**config.mk**
```make
export PLATFORM = sky130hd
export DESIGN_NAME = mono_bitmap_transform_engine
export DESIGN_NICKNAME = d
export VERILOG_FILES = /design/src/hdl/mbte_pkg.sv /design/src/hdl/mono_bitmap_transform_engine.sv
export SDC_FILE = /design/constraint.sdc
export NUM_CORES = 1
export LEC_CHECK = 0
export ABC_AREA = 1
export BUFFER_PORTS_ARGS = -buffer_cell sky130_fd_sc_hd__buf_2
export CELL_PAD_IN_SITES_DETAIL_PLACEMENT = 0
export CELL_PAD_IN_SITES_GLOBAL_PLACEMENT = 1
export CORE_ASPECT_RATIO = 1.5
export CORE_UTILIZATION = 35
export DETAILED_ROUTE_END_ITERATION = 10
export PLACE_DENSITY_LB_ADDON = 0.1
export SLEW_MARGIN = 10
export SYNTH_ARGS = -nofsm -noshare
export SYNTH_HDL_FRONTEND = slang
export SYNTH_SLANG_ARGS = --single-unit
```
**constraint.sdc**
```tcl
create_clock -name clk -period 10.1 [get_ports clk]
set_input_delay 0 -clock clk [delete_from_list [all_inputs] [get_ports clk]]
set_output_delay 0 -clock clk [all_outputs]
set_load 0.05 [all_outputs]
```
**src/hdl/mbte_pkg.sv**
```systemverilog
// Shared types and constants for the monochrome bitmap transform engine.
// No dependencies; imported by mono_bitmap_transform_engine, mbte_checker and the testbench.
`timescale 1ns / 1ps
package mbte_pkg;

  localparam int DEF_MAX_WIDTH  = 16;
  localparam int DEF_MAX_HEIGHT = 16;

  localparam int SIZE_W    = 5;
  localparam int CFG_IDX_W = 2;
  localparam int ROW_OUT_W = 16;

  // Configuration register indexes
  localparam logic [CFG_IDX_W-1:0] REG_IMAGE_WIDTH  = 2'd0;
  localparam logic [CFG_IDX_W-1:0] REG_IMAGE_HEIGHT = 2'd1;

  // Result status codes
  localparam logic [1:0] STAT_DONE     = 2'd0;
  localparam logic [1:0] STAT_OUTSIDE  = 2'd1;
  localparam logic [1:0] STAT_MISMATCH = 2'd2;

  typedef enum logic [3:0] {
    OP_READ      = 4'd0,
    OP_WRITE     = 4'd1,
    OP_TOGGLE    = 4'd2,
    OP_MIRROR_LR = 4'd3,
    OP_MIRROR_TB = 4'd4,
    OP_ROTATE    = 4'd5,
    OP_SHIFT_U   = 4'd6,
    OP_SHIFT_D   = 4'd7,
    OP_SHIFT_L   = 4'd8,
    OP_SHIFT_R   = 4'd9,
    OP_INVERT    = 4'd10,
    OP_CLEAR     = 4'd11,
    OP_COPY      = 4'd12,
    OP_SWAP      = 4'd13,
    OP_PASTE     = 4'd14,
    OP_READ_ROW  = 4'd15
  } op_t;

  typedef struct packed {
    op_t        opcode;
    logic [3:0] pixel_x;
    logic [3:0] pixel_y;
    logic       pixel_value;
    logic [1:0] quarter_turns;
  } in_item_t;

  typedef struct packed {
    logic                 pixel_out;
    logic [ROW_OUT_W-1:0] row_out;
    logic [1:0]           status;
  } out_item_t;

  typedef enum logic [3:0] {
    S_IDLE,
    S_PIX,
    S_ROW,
    S_TB_A,
    S_TB_B,
    S_TB_C,
    S_SHV,
    S_ROT_G,
    S_ROT_P,
    S_COPY,
    S_SWAP,
    S_FIN,
    S_OUT
  } state_t;

endpackage

```
**src/hdl/mono_bitmap_transform_engine.sv**
```systemverilog
// Top level of the monochrome bitmap transform engine: image, clipboard and row sequencer.
// Depends on mbte_pkg for payload structs, opcodes, status codes and states.
//
// Channel   Dir  Handshake              Payload
// in_       in   in_valid / in_ready    mbte_pkg::in_item_t   one command
// out_      out  out_valid / out_ready  mbte_pkg::out_item_t  one result per command
// cfg_      in   cfg_valid / cfg_ready  cfg_index, cfg_data   size registers
//
// One command at a time; a single row unit reads and writes one image row per cycle.
// Reset (synchronous, rst_n low) empties image and clipboard and sets both sizes to 16.
// in_ready is low from acceptance until the result transfer; out stalls simply hold.
`timescale 1ns / 1ps
module mono_bitmap_transform_engine #(
  parameter int MAX_WIDTH  = mbte_pkg::DEF_MAX_WIDTH,
  parameter int MAX_HEIGHT = mbte_pkg::DEF_MAX_HEIGHT
) (
  input  logic                                clk,
  input  logic                                rst_n,
  input  logic                                in_valid,
  output logic                                in_ready,
  input  mbte_pkg::in_item_t                  in_data,
  output logic                                out_valid,
  input  logic                                out_ready,
  output mbte_pkg::out_item_t                 out_data,
  input  logic                                cfg_valid,
  output logic                                cfg_ready,
  input  logic [mbte_pkg::CFG_IDX_W-1:0]      cfg_index,
  input  logic [mbte_pkg::SIZE_W-1:0]         cfg_data
);
  import mbte_pkg::*;

  localparam int MW = MAX_WIDTH;
  localparam int MH = MAX_HEIGHT;
  localparam int XW = $clog2(MW);
  localparam int YW = $clog2(MH);
  localparam int CW = YW + 1;
  localparam int SHW = XW + 1;
  localparam int W_CAP = (MW > 31) ? 31 : MW;
  localparam int H_CAP = (MH > 31) ? 31 : MH;

  // Storage
  logic [MW-1:0] img_r  [MH];
  logic [MW-1:0] clip_r [MH];
  logic [MH-1:0] sc_r   [MW];
  logic [SIZE_W-1:0] wreg_r, hreg_r, clip_w_r, clip_h_r;
  logic [SIZE_W-1:0] clip_w_nxt, clip_h_nxt;

  state_t state_r, state_nxt;
  in_item_t cmd_r, cmd_nxt;
  logic [CW-1:0] cnt_r, cnt_nxt;
  logic [1:0] turns_r, turns_nxt;
  logic [1:0] status_r, status_nxt;
  logic tb_after_r, tb_after_nxt;
  logic [MW-1:0] a_r, a_nxt, b_r, b_nxt;
  logic out_valid_r, out_valid_nxt;
  out_item_t out_r, out_nxt;

  // Row unit ports
  logic [YW-1:0] rd_idx, wr_idx, crd_idx, cwr_idx;
  logic [XW-1:0] sc_idx;
  logic [MW-1:0] img_rd, clip_rd, wr_data, cwr_data, sc_rd, rev_rd, row_fn;
  logic img_we, clip_we, sc_we;

  // Effective sizes and column mask
  logic [SIZE_W-1:0] w, h;
  logic [MW-1:0] m;
  logic [SHW-1:0] sh;
  logic [CW-1:0] h_c, w_c, half_h;
  logic in_inside, in_py_ok, mismatch, last_row;

  always_comb begin
    if (wreg_r == '0) w = SIZE_W'(1);
    else if (wreg_r > SIZE_W'(W_CAP)) w = SIZE_W'(W_CAP);
    else w = wreg_r;
    if (hreg_r == '0) h = SIZE_W'(1);
    else if (hreg_r > SIZE_W'(H_CAP)) h = SIZE_W'(H_CAP);
    else h = hreg_r;
    sh     = SHW'(MW) - SHW'(w);
    m      = {MW{1'b1}} >> sh;
    h_c    = CW'(h);
    w_c    = CW'(w);
    half_h = h_c >> 1;
    mismatch = (clip_w_r != w) || (clip_h_r != h);
  end

  // Read ports and the row reversal shared by mirror and row output
  assign img_rd  = img_r[rd_idx];
  assign clip_rd = clip_r[crd_idx];
  assign sc_rd   = MW'(sc_r[sc_idx]);

  always_comb begin
    logic [MW-1:0] rv;
    for (int i = 0; i < MW; i++) rv[i] = img_rd[MW-1-i];
    rev_rd = rv >> sh;
  end

  // Per-row operation for row-wise commands
  always_comb begin
    case (cmd_r.opcode)
      OP_SHIFT_L: row_fn = (img_rd & ~m) | ((img_rd >> 1) & (m >> 1));
      OP_SHIFT_R: row_fn = (img_rd & ~m) | ((img_rd << 1) & m);
      OP_INVERT:  row_fn = img_rd ^ m;
      OP_CLEAR:   row_fn = img_rd & ~m;
      default:    row_fn = (img_rd & ~m) | (rev_rd & m);
    endcase
  end

  assign in_py_ok  = {1'b0, in_data.pixel_y} < h;
  assign in_inside = in_py_ok && ({1'b0, in_data.pixel_x} < w);
  assign last_row  = (cnt_r + CW'(1)) >= h_c;

  // Sequencer: next state, row unit controls and result
  always_comb begin
    logic py_ok, pix_ok;
    logic [MW-1:0] cur;
    state_nxt     = state_r;
    cmd_nxt       = cmd_r;
    cnt_nxt       = cnt_r;
    turns_nxt     = turns_r;
    status_nxt    = status_r;
    tb_after_nxt  = tb_after_r;
    a_nxt         = a_r;
    b_nxt         = b_r;
    out_valid_nxt = out_valid_r;
    out_nxt       = out_r;
    clip_w_nxt    = clip_w_r;
    clip_h_nxt    = clip_h_r;
    rd_idx   = cnt_r[YW-1:0];
    crd_idx  = cnt_r[YW-1:0];
    sc_idx   = '0;
    img_we   = 1'b0;
    wr_idx   = cnt_r[YW-1:0];
    wr_data  = row_fn;
    clip_we  = 1'b0;
    cwr_idx  = cnt_r[YW-1:0];
    cwr_data = '0;
    sc_we    = 1'b0;
    cur      = '0;
    py_ok  = {1'b0, cmd_r.pixel_y} < h;
    pix_ok = py_ok && ({1'b0, cmd_r.pixel_x} < w);

    case (state_r)
      S_IDLE: begin
        if (in_valid) begin
          cmd_nxt      = in_data;
          cnt_nxt      = '0;
          turns_nxt    = in_data.quarter_turns;
          status_nxt   = STAT_DONE;
          tb_after_nxt = 1'b0;
          case (in_data.opcode)
            OP_READ, OP_WRITE, OP_TOGGLE: begin
              if (!in_inside) status_nxt = STAT_OUTSIDE;
              state_nxt = S_PIX;
            end
            OP_READ_ROW: begin
              if (!in_py_ok) status_nxt = STAT_OUTSIDE;
              state_nxt = S_PIX;
            end
            OP_MIRROR_TB: state_nxt = (half_h == '0) ? S_FIN : S_TB_A;
            OP_ROTATE: begin
              if (w != h) begin
                tb_after_nxt = 1'b1;
                state_nxt    = S_ROW;
              end else if (in_data.quarter_turns == 2'd0) begin
                state_nxt = S_FIN;
              end else begin
                state_nxt = S_ROT_G;
              end
            end
            OP_SHIFT_U, OP_SHIFT_D: state_nxt = S_SHV;
            OP_COPY: state_nxt = S_COPY;
            OP_SWAP, OP_PASTE: begin
              if (mismatch) begin
                status_nxt = STAT_MISMATCH;
                state_nxt  = S_FIN;
              end else begin
                state_nxt = S_SWAP;
              end
            end
            default: state_nxt = S_ROW;
          endcase
        end
      end
      // Single pixel read or update
      S_PIX: begin
        rd_idx  = YW'(cmd_r.pixel_y);
        wr_idx  = YW'(cmd_r.pixel_y);
        wr_data = img_rd;
        wr_data[XW'(cmd_r.pixel_x)] = (cmd_r.opcode == OP_WRITE) ? cmd_r.pixel_value
                                      : !img_rd[XW'(cmd_r.pixel_x)];
        img_we    = pix_ok && (cmd_r.opcode == OP_WRITE || cmd_r.opcode == OP_TOGGLE);
        state_nxt = S_FIN;
      end
      // One row per cycle through the row function
      S_ROW: begin
        img_we  = 1'b1;
        cnt_nxt = cnt_r + CW'(1);
        if (last_row) begin
          cnt_nxt   = '0;
          state_nxt = (tb_after_r && half_h != '0) ? S_TB_A : S_FIN;
        end
      end
      // Top-bottom mirror: fetch upper, swap lower, write upper
      S_TB_A: begin
        a_nxt     = img_rd;
        state_nxt = S_TB_B;
      end
      S_TB_B: begin
        rd_idx    = YW'(h_c - CW'(1) - cnt_r);
        wr_idx    = rd_idx;
        wr_data   = (img_rd & ~m) | (a_r & m);
        img_we    = 1'b1;
        b_nxt     = img_rd;
        state_nxt = S_TB_C;
      end
      S_TB_C: begin
        wr_data = (a_r & ~m) | (b_r & m);
        img_we  = 1'b1;
        cnt_nxt = cnt_r + CW'(1);
        state_nxt = ((cnt_r + CW'(1)) >= half_h) ? S_FIN : S_TB_A;
      end
      // Vertical shift: carry the previous row forward one step
      S_SHV: begin
        rd_idx = (cmd_r.opcode == OP_SHIFT_U) ? cnt_r[YW-1:0]
                 : YW'(h_c - CW'(1) - cnt_r);
        cur    = (cnt_r < h_c) ? img_rd : '0;
        wr_idx = (cmd_r.opcode == OP_SHIFT_U) ? YW'(cnt_r - CW'(1))
                 : YW'(h_c - cnt_r);
        wr_data = (b_r & ~m) | (cur & m);
        img_we  = (cnt_r != '0);
        b_nxt   = img_rd;
        cnt_nxt = cnt_r + CW'(1);
        if (cnt_r == h_c) begin
          cnt_nxt   = '0;
          state_nxt = S_FIN;
        end
      end
      // Rotate: gather columns into scratch, then write them back last column first
      S_ROT_G: begin
        sc_we   = 1'b1;
        cnt_nxt = cnt_r + CW'(1);
        if (last_row) begin
          cnt_nxt   = '0;
          state_nxt = S_ROT_P;
        end
      end
      S_ROT_P: begin
        sc_idx  = XW'(w_c - CW'(1) - cnt_r);
        wr_data = (img_rd & ~m) | (sc_rd & m);
        img_we  = 1'b1;
        cnt_nxt = cnt_r + CW'(1);
        if (last_row) begin
          cnt_nxt   = '0;
          turns_nxt = turns_r - 2'd1;
          state_nxt = (turns_r == 2'd1) ? S_FIN : S_ROT_G;
        end
      end
      // Copy the whole store into the clipboard
      S_COPY: begin
        clip_we  = 1'b1;
        cwr_data = (cnt_r < h_c) ? (img_rd & m) : '0;
        cnt_nxt  = cnt_r + CW'(1);
        if ((cnt_r + CW'(1)) >= CW'(MH)) begin
          cnt_nxt    = '0;
          clip_w_nxt = w;
          clip_h_nxt = h;
          state_nxt  = S_FIN;
        end
      end
      // Swap or paste against the clipboard
      S_SWAP: begin
        wr_data  = (img_rd & ~m) | (clip_rd & m);
        img_we   = 1'b1;
        cwr_data = (clip_rd & ~m) | (img_rd & m);
        clip_we  = (cmd_r.opcode == OP_SWAP);
        cnt_nxt  = cnt_r + CW'(1);
        if (last_row) begin
          cnt_nxt   = '0;
          state_nxt = S_FIN;
        end
      end
      // Form the result from row pixel_y
      S_FIN: begin
        rd_idx            = YW'(cmd_r.pixel_y);
        out_nxt.pixel_out = pix_ok ? img_rd[XW'(cmd_r.pixel_x)] : 1'b0;
        out_nxt.row_out   = py_ok ? ROW_OUT_W'(rev_rd) : '0;
        out_nxt.status    = status_r;
        out_valid_nxt     = 1'b1;
        state_nxt         = S_OUT;
      end
      S_OUT: begin
        if (out_ready) begin
          out_valid_nxt = 1'b0;
          state_nxt     = S_IDLE;
        end
      end
      default: state_nxt = S_IDLE;
    endcase
  end

  // Control registers
  always_ff @(posedge clk) begin
    if (!rst_n) begin
      state_r     <= S_IDLE;
      out_valid_r <= 1'b0;
      cnt_r       <= '0;
      turns_r     <= '0;
      status_r    <= STAT_DONE;
      tb_after_r  <= 1'b0;
      wreg_r      <= SIZE_W'(16);
      hreg_r      <= SIZE_W'(16);
      clip_w_r    <= '0;
      clip_h_r    <= '0;
    end else begin
      state_r     <= state_nxt;
      out_valid_r <= out_valid_nxt;
      cnt_r       <= cnt_nxt;
      turns_r     <= turns_nxt;
      status_r    <= status_nxt;
      tb_after_r  <= tb_after_nxt;
      clip_w_r    <= clip_w_nxt;
      clip_h_r    <= clip_h_nxt;
      if (cfg_valid && cfg_index == REG_IMAGE_WIDTH) wreg_r <= cfg_data;
      if (cfg_valid && cfg_index == REG_IMAGE_HEIGHT) hreg_r <= cfg_data;
    end
  end

  // Payload registers
  always_ff @(posedge clk) begin
    cmd_r <= cmd_nxt;
    a_r   <= a_nxt;
    b_r   <= b_nxt;
    out_r <= out_nxt;
  end

  // Image and clipboard rows: cleared on reset, one write each per cycle
  always_ff @(posedge clk) begin
    if (!rst_n) begin
      for (int i = 0; i < MH; i++) begin
        img_r[i]  <= '0;
        clip_r[i] <= '0;
      end
    end else begin
      if (img_we) img_r[wr_idx] <= wr_data;
      if (clip_we) clip_r[cwr_idx] <= cwr_data;
    end
  end

  // Scratch transpose: row y of the image lands in column y
  always_ff @(posedge clk) begin
    if (sc_we) begin
      for (int x = 0; x < MW; x++) sc_r[x][cnt_r[YW-1:0]] <= img_rd[x];
    end
  end

  assign in_ready  = (state_r == S_IDLE);
  assign out_valid = out_valid_r;
  assign out_data  = out_r;
  assign cfg_ready = 1'b1;

  // Checks
  a_busy_while_out: assert property (@(posedge clk) disable iff (!rst_n)
    out_valid |-> !in_ready) else $error("input taken while result pending");
  a_out_from_fin: assert property (@(posedge clk) disable iff (!rst_n)
    $rose(out_valid) |-> $past(state_r == S_FIN)) else $error("result without finish step");
  a_mismatch_op: assert property (@(posedge clk) disable iff (!rst_n)
    out_valid && out_data.status == STAT_MISMATCH |->
      cmd_r.opcode == OP_SWAP || cmd_r.opcode == OP_PASTE)
    else $error("mismatch status on non-clipboard command");
  a_outside_zero: assert property (@(posedge clk) disable iff (!rst_n)
    out_valid && ({1'b0, cmd_r.pixel_x} >= w || {1'b0, cmd_r.pixel_y} >= h) |->
      out_data.pixel_out == 1'b0) else $error("pixel outside image not zero");

endmodule

```
==> key figures, run 1 <==
Synth
  – Synthesized instance count: 4,665
  – Synth warn: 0
  – Ys async rst share: 0%
  – Post-synth cell types: slightly above 60
  – Most frequent cells after synthesis: edfxtp_1 (832), nand2_1 (797), nor2_1 (580)
  – Cell Area, Synth: ~0.044 mm2
  – Synth Area per Inst: 9.48 um2
  – Post-synth EDFFs: 832
  – Most common cell in the netlist: edfxtp_1
  – Sequential area share after synthesis: roughly 58%
  – Ys flop type: edfxtp_1
  – Yosys top cell by area: edfxtp_1
  – Mapped Nets: 4,771
  – FF+latch count, synth: 871
  – Ranking of synthesized cells by area: edfxtp_1 (56%), nand2_1 (6.8%), nor2_1 (4.9%)
  – Top cell type's share of synthesized area: about 56%

Status
  – Status: complete, no violations

STA
  – RSZ-0062 raised after global routing: no
  – Final Cycle Share: between 70% and 80%
  – Least-Margin Pin Slew: approximately 1.1 ns
  – Hold_ws: 0.0503 ns
  – Final setup violation count: 0
  – Final Hold Fails: 0
  – Max Clk Rate: approximately 140 MHz
  – Final WS setup: ~3.0 ns
  – Max Slew Vio Count: 0
  – Total negative slack: 0 ns
  – Clock Skew: between 0.02 and 0.025 ns
  – Relative slew margins: between 20% and 30%
  – Tmin final: between 7 and 8 ns

Worst setup path
  – Slowest-stage cell, CP: nand2_1
  – Critical Path Most Common Cell: nand2_1
  – Critical Path Sink Type: flop
  – Critical Path Fanout Max: 46
  – Cell Chain, Critical Path: inv_1, nand4_1, o21ai_1, ha_1, nand2_1, nand2_2, nor2_4, nand2_4, nand2_4, buf_4, nand2_1, nand3_1, nand3_1, nand3_1, nand2_1, ha_1, o21ai_0, o211a_1, nand2_1, o21ai_0, nand3_2, nand2_1, inv_2
  – Slowest Stage Delay on Critical Path: roughly 0.66 ns
  – CP arrival: between 7 and 8 ns
  – Setup crit start kind: flop
  – Worst EP required: 10.56 ns
  – Critical path type: reg2reg

Finish
  – Nets: ~4,800
  – Area Overhead vs Synth: 12.4%
  – Sequential cell area: around 0.026 mm2
  – Number of fill cells in the layout: 12,700
  – Share of cells above drive strength 1: approximately a tenth
  – Footprint of the multi-input gates: around 0.015 mm2
  – Final Core Density: 39.7%

Drt
  – Via density: 5.28
  – Routed WL: approximately 160,000 um
  – Final ANT Viol Nets: 0
  – Initial DRC Count: 2,373
  – Initial DRT Pass Iterations: 7
  – DRC: 0
  – Drt wl/cell: 25.5 um
  – DR vias: ~34,000

GRT
  – Total gr overflow: 0
  – Vias in the first global route: ~33,000
  – Overall routing resource usage: between 20% and 30%
  – First-pass GRT wire length: about 230,000 um
  – Initial antenna violation count: 2
  – Largest net degree at the start of global routing: ~130

Die
  – DIE WIDTH: a little under 300 um
  – I/O pin total: 49
  – Die ar.: 0.128 mm2
  – Row cnt: 159
  – Core Region: roughly 0.13 mm2
  – Die Y: 437 um
  – Initial Util: a little over a third

Power
  – Switching Fraction: between 40 and 50%
  – Clk pwr share: around a fifth
  – P_leak: about 20 nW
  – Power Density: between 300 and 400 mW/mm2
  – Peak supply drop: approximately 0.32 mV
  – Sw Pwr: 8.43 mW
  – Power Internal: about 8.6 mW
  – Flop pwr share: 30.1%
  – Combinational Power Share: between 50% and 60%

Placed design
  – Post-DP HPWL: approximately 110,000 um
  – DP Worst Slack: slightly below 3 ns
  – GPL Wtd Cong: between 0.8 and 0.9
  – Port-buffer cells: between 40 and 50

Flow run
  – Max-cap viol count: 0

CTS
  – Clock slew at reported path FFs: 0.06 ns
  – Clock Latency Late Sink: around 0.72 ns
  – Post-CTS Setup Bufs: 0
  – Sinks on Clock Net: 871
  – Total CTS buffers: just over 90
  – Root Driver: clkbuf_16
  – CTS tree: yes
  – Maximum clock path buffer count: 3
  – CTS H-tree depth: 3

Hold path
  – Hold Crit Class: in2reg
## routing by layer
layer | vias to the layer above | part of all wire, % | wire [um] | GRT usage (%)
met1 | 16700 | 39 | 62800 | 29.1
met3 | 268 | 3.5 | 5690 | 2.22
met4 | 0 | 5.4 | 8770 | 13.3
li1 | 15900 | - | - | -
met2 | 782 | 52 | 85300 | 46.5
met5 | - | 0 | 0 | 0
## stage by stage
step / total power, mW / area [um2] / std cells
after global routing: 17.8 / 49700 / 6378
final: 17.0 / 49700 / 6379
after global placement: 13.8 / 46400 / 6170
after floorplan: 9.84 / 44200 / 4665
after detailed placement: 13.8 / 46400 / 6170
after CTS: 17.2 / 49700 / 6378
## cell type report
type / instances / area share (%)
Sequential cell: 871 / 51.8
Multi-Input combinational cell: 2880 / 30.3
Clock buffer: 113 / 4.92
Inverter: 641 / 4.85
Tap cell: 1610 / 4.05
Timing Repair Buffer: 210 / 3.22
Clock inverter: 53 / 0.841
Antenna cell: 1 / 0.00503
## worst max-delay path: cells and delay by family (launching register included)
kind            cells  cell delay, ns
fa+ha+maj           2            0.86
compound gates      4            1.11
simple gates       14            3.72
buf+inv             3            0.69
flops               1            0.40
## flip-flops by register name (all words and copies together) (netlist names), named ones only
name	count
cmd_r	13
out_data	19
a_r	16
tb_after_r	1
state_r	4
sc_r	256
out_valid	1
wreg_r	5
hreg_r	5
cnt_r	5
b_r	16
turns_r	2
img_r	256
clip_r	256
clip_h_r	5
status_r	2
clip_w_r	5
## power groups by stage
| stage | Combinational, mW | Clock [mW] | Sequential (mW) |
|---|---|---|---|
| after global placement | 8.60 | 0 | 5.20 |
| after global routing | 9.15 | 3.53 | 5.15 |
| final | 8.54 | 3.34 | 5.13 |
| after floorplan | 4.72 | 0 | 5.12 |
| after detailed placement | 8.62 | 0 | 5.21 |
| after CTS | 8.64 | 3.41 | 5.13 |
## cells in the final DEF (no fill, tap or decap), types with 6 or more instances in the layout
master	count
buf_2	47
clkinv_1	26
edfxtp_1	832
o2111ai_1	22
o21ai_1	17
a22oi_1	14
ha_1	75
dfxtp_1	36
nand2_1	794
a21oi_1	168
o211ai_1	84
clkbuf_16	94
a211oi_1	11
mux2i_1	64
clkinv_2	14
o21a_1	6
clkinvlp_4	7
xor2_1	11
nand3_1	379
a221oi_1	32
dlygate4sd3_1	42
buf_4	118
nor3_2	13
clkbuf_1	17
nand3b_1	78
o22ai_1	36
a221o_1	27
nand4_1	8
o211a_1	6
inv_2	63
nor3_1	21
nand3_2	12
nor2_2	8
nand2_2	22
nor2_1	574
inv_1	573
o21ai_0	328
## path summary, 6_finish.rpt
kind | start | end | slack [ns] | cells past startpoint
setup reg to reg | hreg_r[4] | img_r[3][13] | 2.99 | 23
hold / removal | in_data[6] | cmd_r[6] | 0.05 | 2
setup / recovery | hreg_r[4] | img_r[3][13] | 2.99 | 23
hold reg to reg | status_r[1] | out_data[1] | 0.44 | 0
## what timing repair did
action                                 CTS  global route
resized for setup                        0             0
endpoints found under the hold margin   46             0
hold buffers                            42             0
## kinds of logic after synthesis
logic type                 share of synthesized area, %
DFF                                                58.3
muxes                                              1.45
AOI/OAI and AO/OA                                  10.7
and+or+nand+nor                                    18.8
adders and majority gates                          2.29
xor gates and xnor gates                          0.317
buffers and inverters                              8.18
other                                           0.00848
No activity file was read; power rests on OpenSTA's default activity.
==> run 2, diff against run 1 <==
--- a/config.mk
+++ b/config.mk
@@ -5,7 +5,7 @@
 export SDC_FILE = /design/constraint.sdc
 export NUM_CORES = 1
 export LEC_CHECK = 0
-export ABC_AREA = 1
+export ABC_AREA = 0
 export BUFFER_PORTS_ARGS = -buffer_cell sky130_fd_sc_hd__buf_2
 export CELL_PAD_IN_SITES_DETAIL_PLACEMENT = 0
 export CELL_PAD_IN_SITES_GLOBAL_PLACEMENT = 1
==> constraint.sdc (replaced) <==
create_clock -name clk -period 6 [get_ports clk]
set_input_delay 0 -clock clk [delete_from_list [all_inputs] [get_ports clk]]
set_output_delay 0 -clock clk [all_outputs]
set_load 0.05 [all_outputs]
==> run 2 against run 1 <==
Core utilization up 1.6 points; first-iteration DRC count up 32%; total power up 79%; global-route usage up 3.5 points.
==> key figures, run 2 <==
STA
  – Final Hold Fails: 0 (unchanged)
  – Least-Margin Pin Slew: 1.08 ns (was 1.12 ns)
  – Final Cycle Share: 97.5% (was 70.4%)
  – Relative slew margins: 27.5% (was 25.6%)
  – Max Slew Vio Count: 0 (unchanged)
  – Max Clk Rate: 171 MHz (was 141 MHz)
  – Tmin final: 5.85 ns (was 7.11 ns)
  – Clock Skew: 0.0622 ns (was 0.0225 ns)
  – Final setup violation count: 0 (unchanged)

Placed design
  – DP Area: 0.0487 mm2 (was 0.0464 mm2)
  – Post-DP HPWL: 131,000 um (was 107,000 um)
  – GPL Wtd Cong: 0.986 (was 0.871)
  – Port-buffer cells: 47 (unchanged)

CTS
  – Total CTS buffers: 90 (was 92)
  – CTS H-tree depth: 3 (unchanged)
  – Sinks on Clock Net: 871 (unchanged)
  – Clock Latency Late Sink: 0.75 ns (was 0.72 ns)
  – Root Driver: clkbuf_16 (unchanged)
  – Clock slew at reported path FFs: 0.07 ns (was 0.06 ns)
  – Maximum clock path buffer count: 3 (unchanged)
  – CTS tree: yes (unchanged)

Synth
  – Synth Area per Inst: 11.4 um2 (was 9.48 um2)
  – Synthesized instance count: 3,911 (was 4,665)
  – Most frequent cells after synthesis: edfxtp_1 (832), nor2_1 (467), nand2_1 (445) (was edfxtp_1 (832), nand2_1 (797), nor2_1 (580))
  – Synth warn: 0 (unchanged)
  – Ys async rst share: 0% (unchanged)
  – Sequential area share after synthesis: 57.8% (was 58.3%)
  – Mapped Nets: 4,017 (was 4,771)
  – Cell Area, Synth: 0.0446 mm2 (was 0.0442 mm2)
  – Yosys top cell by area: edfxtp_1 (unchanged)
  – Ys flop type: edfxtp_1 (unchanged)
  – Post-synth cell types: 115 (was 61)
  – Top cell type's share of synthesized area: 56.1% (was 56.5%)
  – Most common cell in the netlist: edfxtp_1 (unchanged)
  – FF+latch count, synth: 871 (unchanged)
  – Post-synth EDFFs: 832 (unchanged)
  – Ranking of synthesized cells by area: edfxtp_1 (56%), mux4_2 (4.6%), nor2_1 (3.9%) (was edfxtp_1 (56%), nand2_1 (6.8%), nor2_1 (4.9%))

Finish
  – Area Overhead vs Synth: 17.0% (was 12.4%)
  – Leading cell types in the layout, fill and taps excluded: edfxtp_1 (832), nor2_1 (463), nand2_1 (441) (was edfxtp_1 (832), nand2_1 (794), nor2_1 (574))
  – Final Instance Area: 0.0521 mm2 (was 0.0497 mm2)
  – Final Core Density: 41.2% (was 39.7%)
  – Nets: 4,212 (was 4,802)
  – Number of fill cells in the layout: 12,300 (was 12,700)
  – Commonest non-fill, non-tap cell in the layout: edfxtp_1 (unchanged)
  – Share of cells above drive strength 1: 17.5% (was 9.40%)

Drt
  – Initial DRC Count: 3,132 (was 2,373)
  – DRC: 0 (unchanged)
  – Initial DRT Pass Iterations: 5 (was 7)
  – Via density: 5.82 (was 5.28)
  – Drt wl/cell: 31.8 um (was 25.5 um)
  – Final ANT Viol Nets: 0 (unchanged)
  – DR vias: 34,300 (was 33,700)
  – Routed WL: 187,000 um (was 163,000 um)

Die
  – Initial Util: 35.2% (was 35.3%)
  – Die Y: 439 um (was 437 um)
  – I/O pin total: 49 (unchanged)
  – Core Region: 0.127 mm2 (was 0.125 mm2)
  – Row cnt: 160 (was 159)
  – DIE WIDTH: 293 um (was 292 um)
  – Die ar.: 0.129 mm2 (was 0.128 mm2)

Hold path
  – Hold worst-path end: cmd_r[2] (was cmd_r[6])
  – Hold Path Origin: in_data[2] (was in_data[6])
  – Hold path depth: 2 (unchanged)
  – Hold Crit Class: in2reg (unchanged)

Worst setup path
  – R2r endpoint: img_r[13][2] (was img_r[3][13])
  – Reg-to-reg startpoint: hreg_r[1] (was hreg_r[4])
  – Critical Path Fanout Max: 17 (was 46)
  – FF-to-FF path depth: 25 (was 23)
  – Critical Path Sink Type: flop (unchanged)
  – CP arrival: 6.31 ns (was 7.57 ns)
  – Setup crit start kind: flop (unchanged)
  – R2R Setup Slk: 0.15 ns (was 2.99 ns)
  – Worst EP required: 6.46 ns (was 10.56 ns)
  – CP Launch Point: hreg_r[1] (was hreg_r[4])
  – Critical path type: reg2reg (unchanged)

Power
  – Tot Pwr: 30.5 mW (was 17.0 mW)
  – Power Density: 585 mW/mm2 (was 342 mW/mm2)
  – P_leak: 18.0 nW (was 19.7 nW)
  – Peak supply drop: 0.475 mV (was 0.322 mV)

GRT
  – Overall routing resource usage: 28.9% (was 25.3%)
  – Initial antenna violation count: 10 (was 2)
  – Largest net degree at the start of global routing: 59 (was 134)
  – First-pass GRT wire length: 262,000 um (was 235,000 um)
  – Total gr overflow: 0 (unchanged)
  – Vias in the first global route: 34,000 (was 33,100)

Flow run
  – Max-cap viol count: 0 (unchanged)

Status
  – Status: complete, no violations (unchanged)
-- run 2: timing repair --
item	in CTS	in global routing
resized for setup	2	17
endpoints found under the setup margin	16	145
setup buffers	0	3
gates cloned	0	1
hold endpoints to repair	45	0
pin swaps	0	1
hold buffers	33	0
-- run 2: how the worst max path moves through the flow --
| stage | to | cells after the start |
|---|---|---|
| finish | img_r[13][2] | 25 |
| detailed placement | img_r[10][1] | 27 |
| CTS | img_r[10][1] | 28 |
| global placement | img_r[11][1] | 27 |
| floorplan | img_r[8][15] | 26 |
| global route | img_r[2][7] | 26 |
-- run 2: cell type report --
| type | instances | area [um2] | share of cell area, % |
|---|---|---|---|
| Sequential cell | 871 | 25800 | 49.4 |
| Multi-Input combinational cell | 2653 | 17500 | 33.5 |
| Timing Repair Buffer | 415 | 3570 | 6.84 |
| Clock buffer | 115 | 2370 | 4.54 |
| Tap cell | 1701 | 2130 | 4.08 |
| Clock inverter | 51 | 551 | 1.06 |
| Inverter | 75 | 282 | 0.540 |
| Antenna cell | 3 | 7.51 | 0.0144 |
-- run 2: report_power, final --
| group | leakage [nW] | internal (mW) | total, mW | switching (mW) |
|---|---|---|---|---|
| Combinational | 8.14 | 5.21 | 16.5 | 11.3 |
| Clock | 1.40 | 3.09 | 5.69 | 2.60 |
| Sequential | 8.51 | 8.10 | 8.33 | 0.232 |
-- run 2: worst max-delay path, stage by stage, from the launching register on --
cell      delay (ns)
dfxtp_1         0.32
nor3_2          0.23
o21ai_1         0.12
inv_1           0.13
ha_1            0.21
inv_1           0.06
fa_1            0.49
mux2i_1         0.43
a21boi_4        0.11
buf_4           0.16
nor2_4          0.30
buf_4           0.20
buf_4           0.24
mux2_2          0.38
o211ai_1        0.30
a211oi_4        0.15
buf_4           0.26
ha_1            0.27
nor2_1          0.10
nor2_1          0.04
nor2_1          0.11
a221oi_1        0.06
nor4_1          0.41
a41o_1          0.23
buf_12          0.18
nor3_1          0.06
-- run 2: routing by layer --
metal	share of wire, %	vias to the layer above	global-route usage [%]
met5	0.0069	-	0
met4	7.4	2	18.2
met3	4.7	453	3.74
met2	49	1276	49.4
met1	39	17400	34.2
li1	-	15100	-
-- run 2: logic make-up after synthesis --
group,Yosys count,share of synthesized area [%]
and+or+nand+nor,1555,16.3
DFF,871,57.8
AOI/OAI and AO/OA,810,12.6
buffers and inverters,388,3.69
muxes,183,6.77
adders and majority gates,79,2.27
xor gates and xnor gates,24,0.472
other,1,0.00842
-- run 2: metrics by stage --
step                hold WS (ns)  worst slack [ns]  std cells  TNS (ns)
global route              0.0487           -0.0117       5881   -0.0295
floorplan                 0.0989             0.156       3911         0
CTS                      0.00988           0.00140       5877         0
finish                    0.0307             0.151       5884         0
global placement           0.251            -0.264       5678     -4.03
detailed placement         0.248            -0.279       5678     -3.96
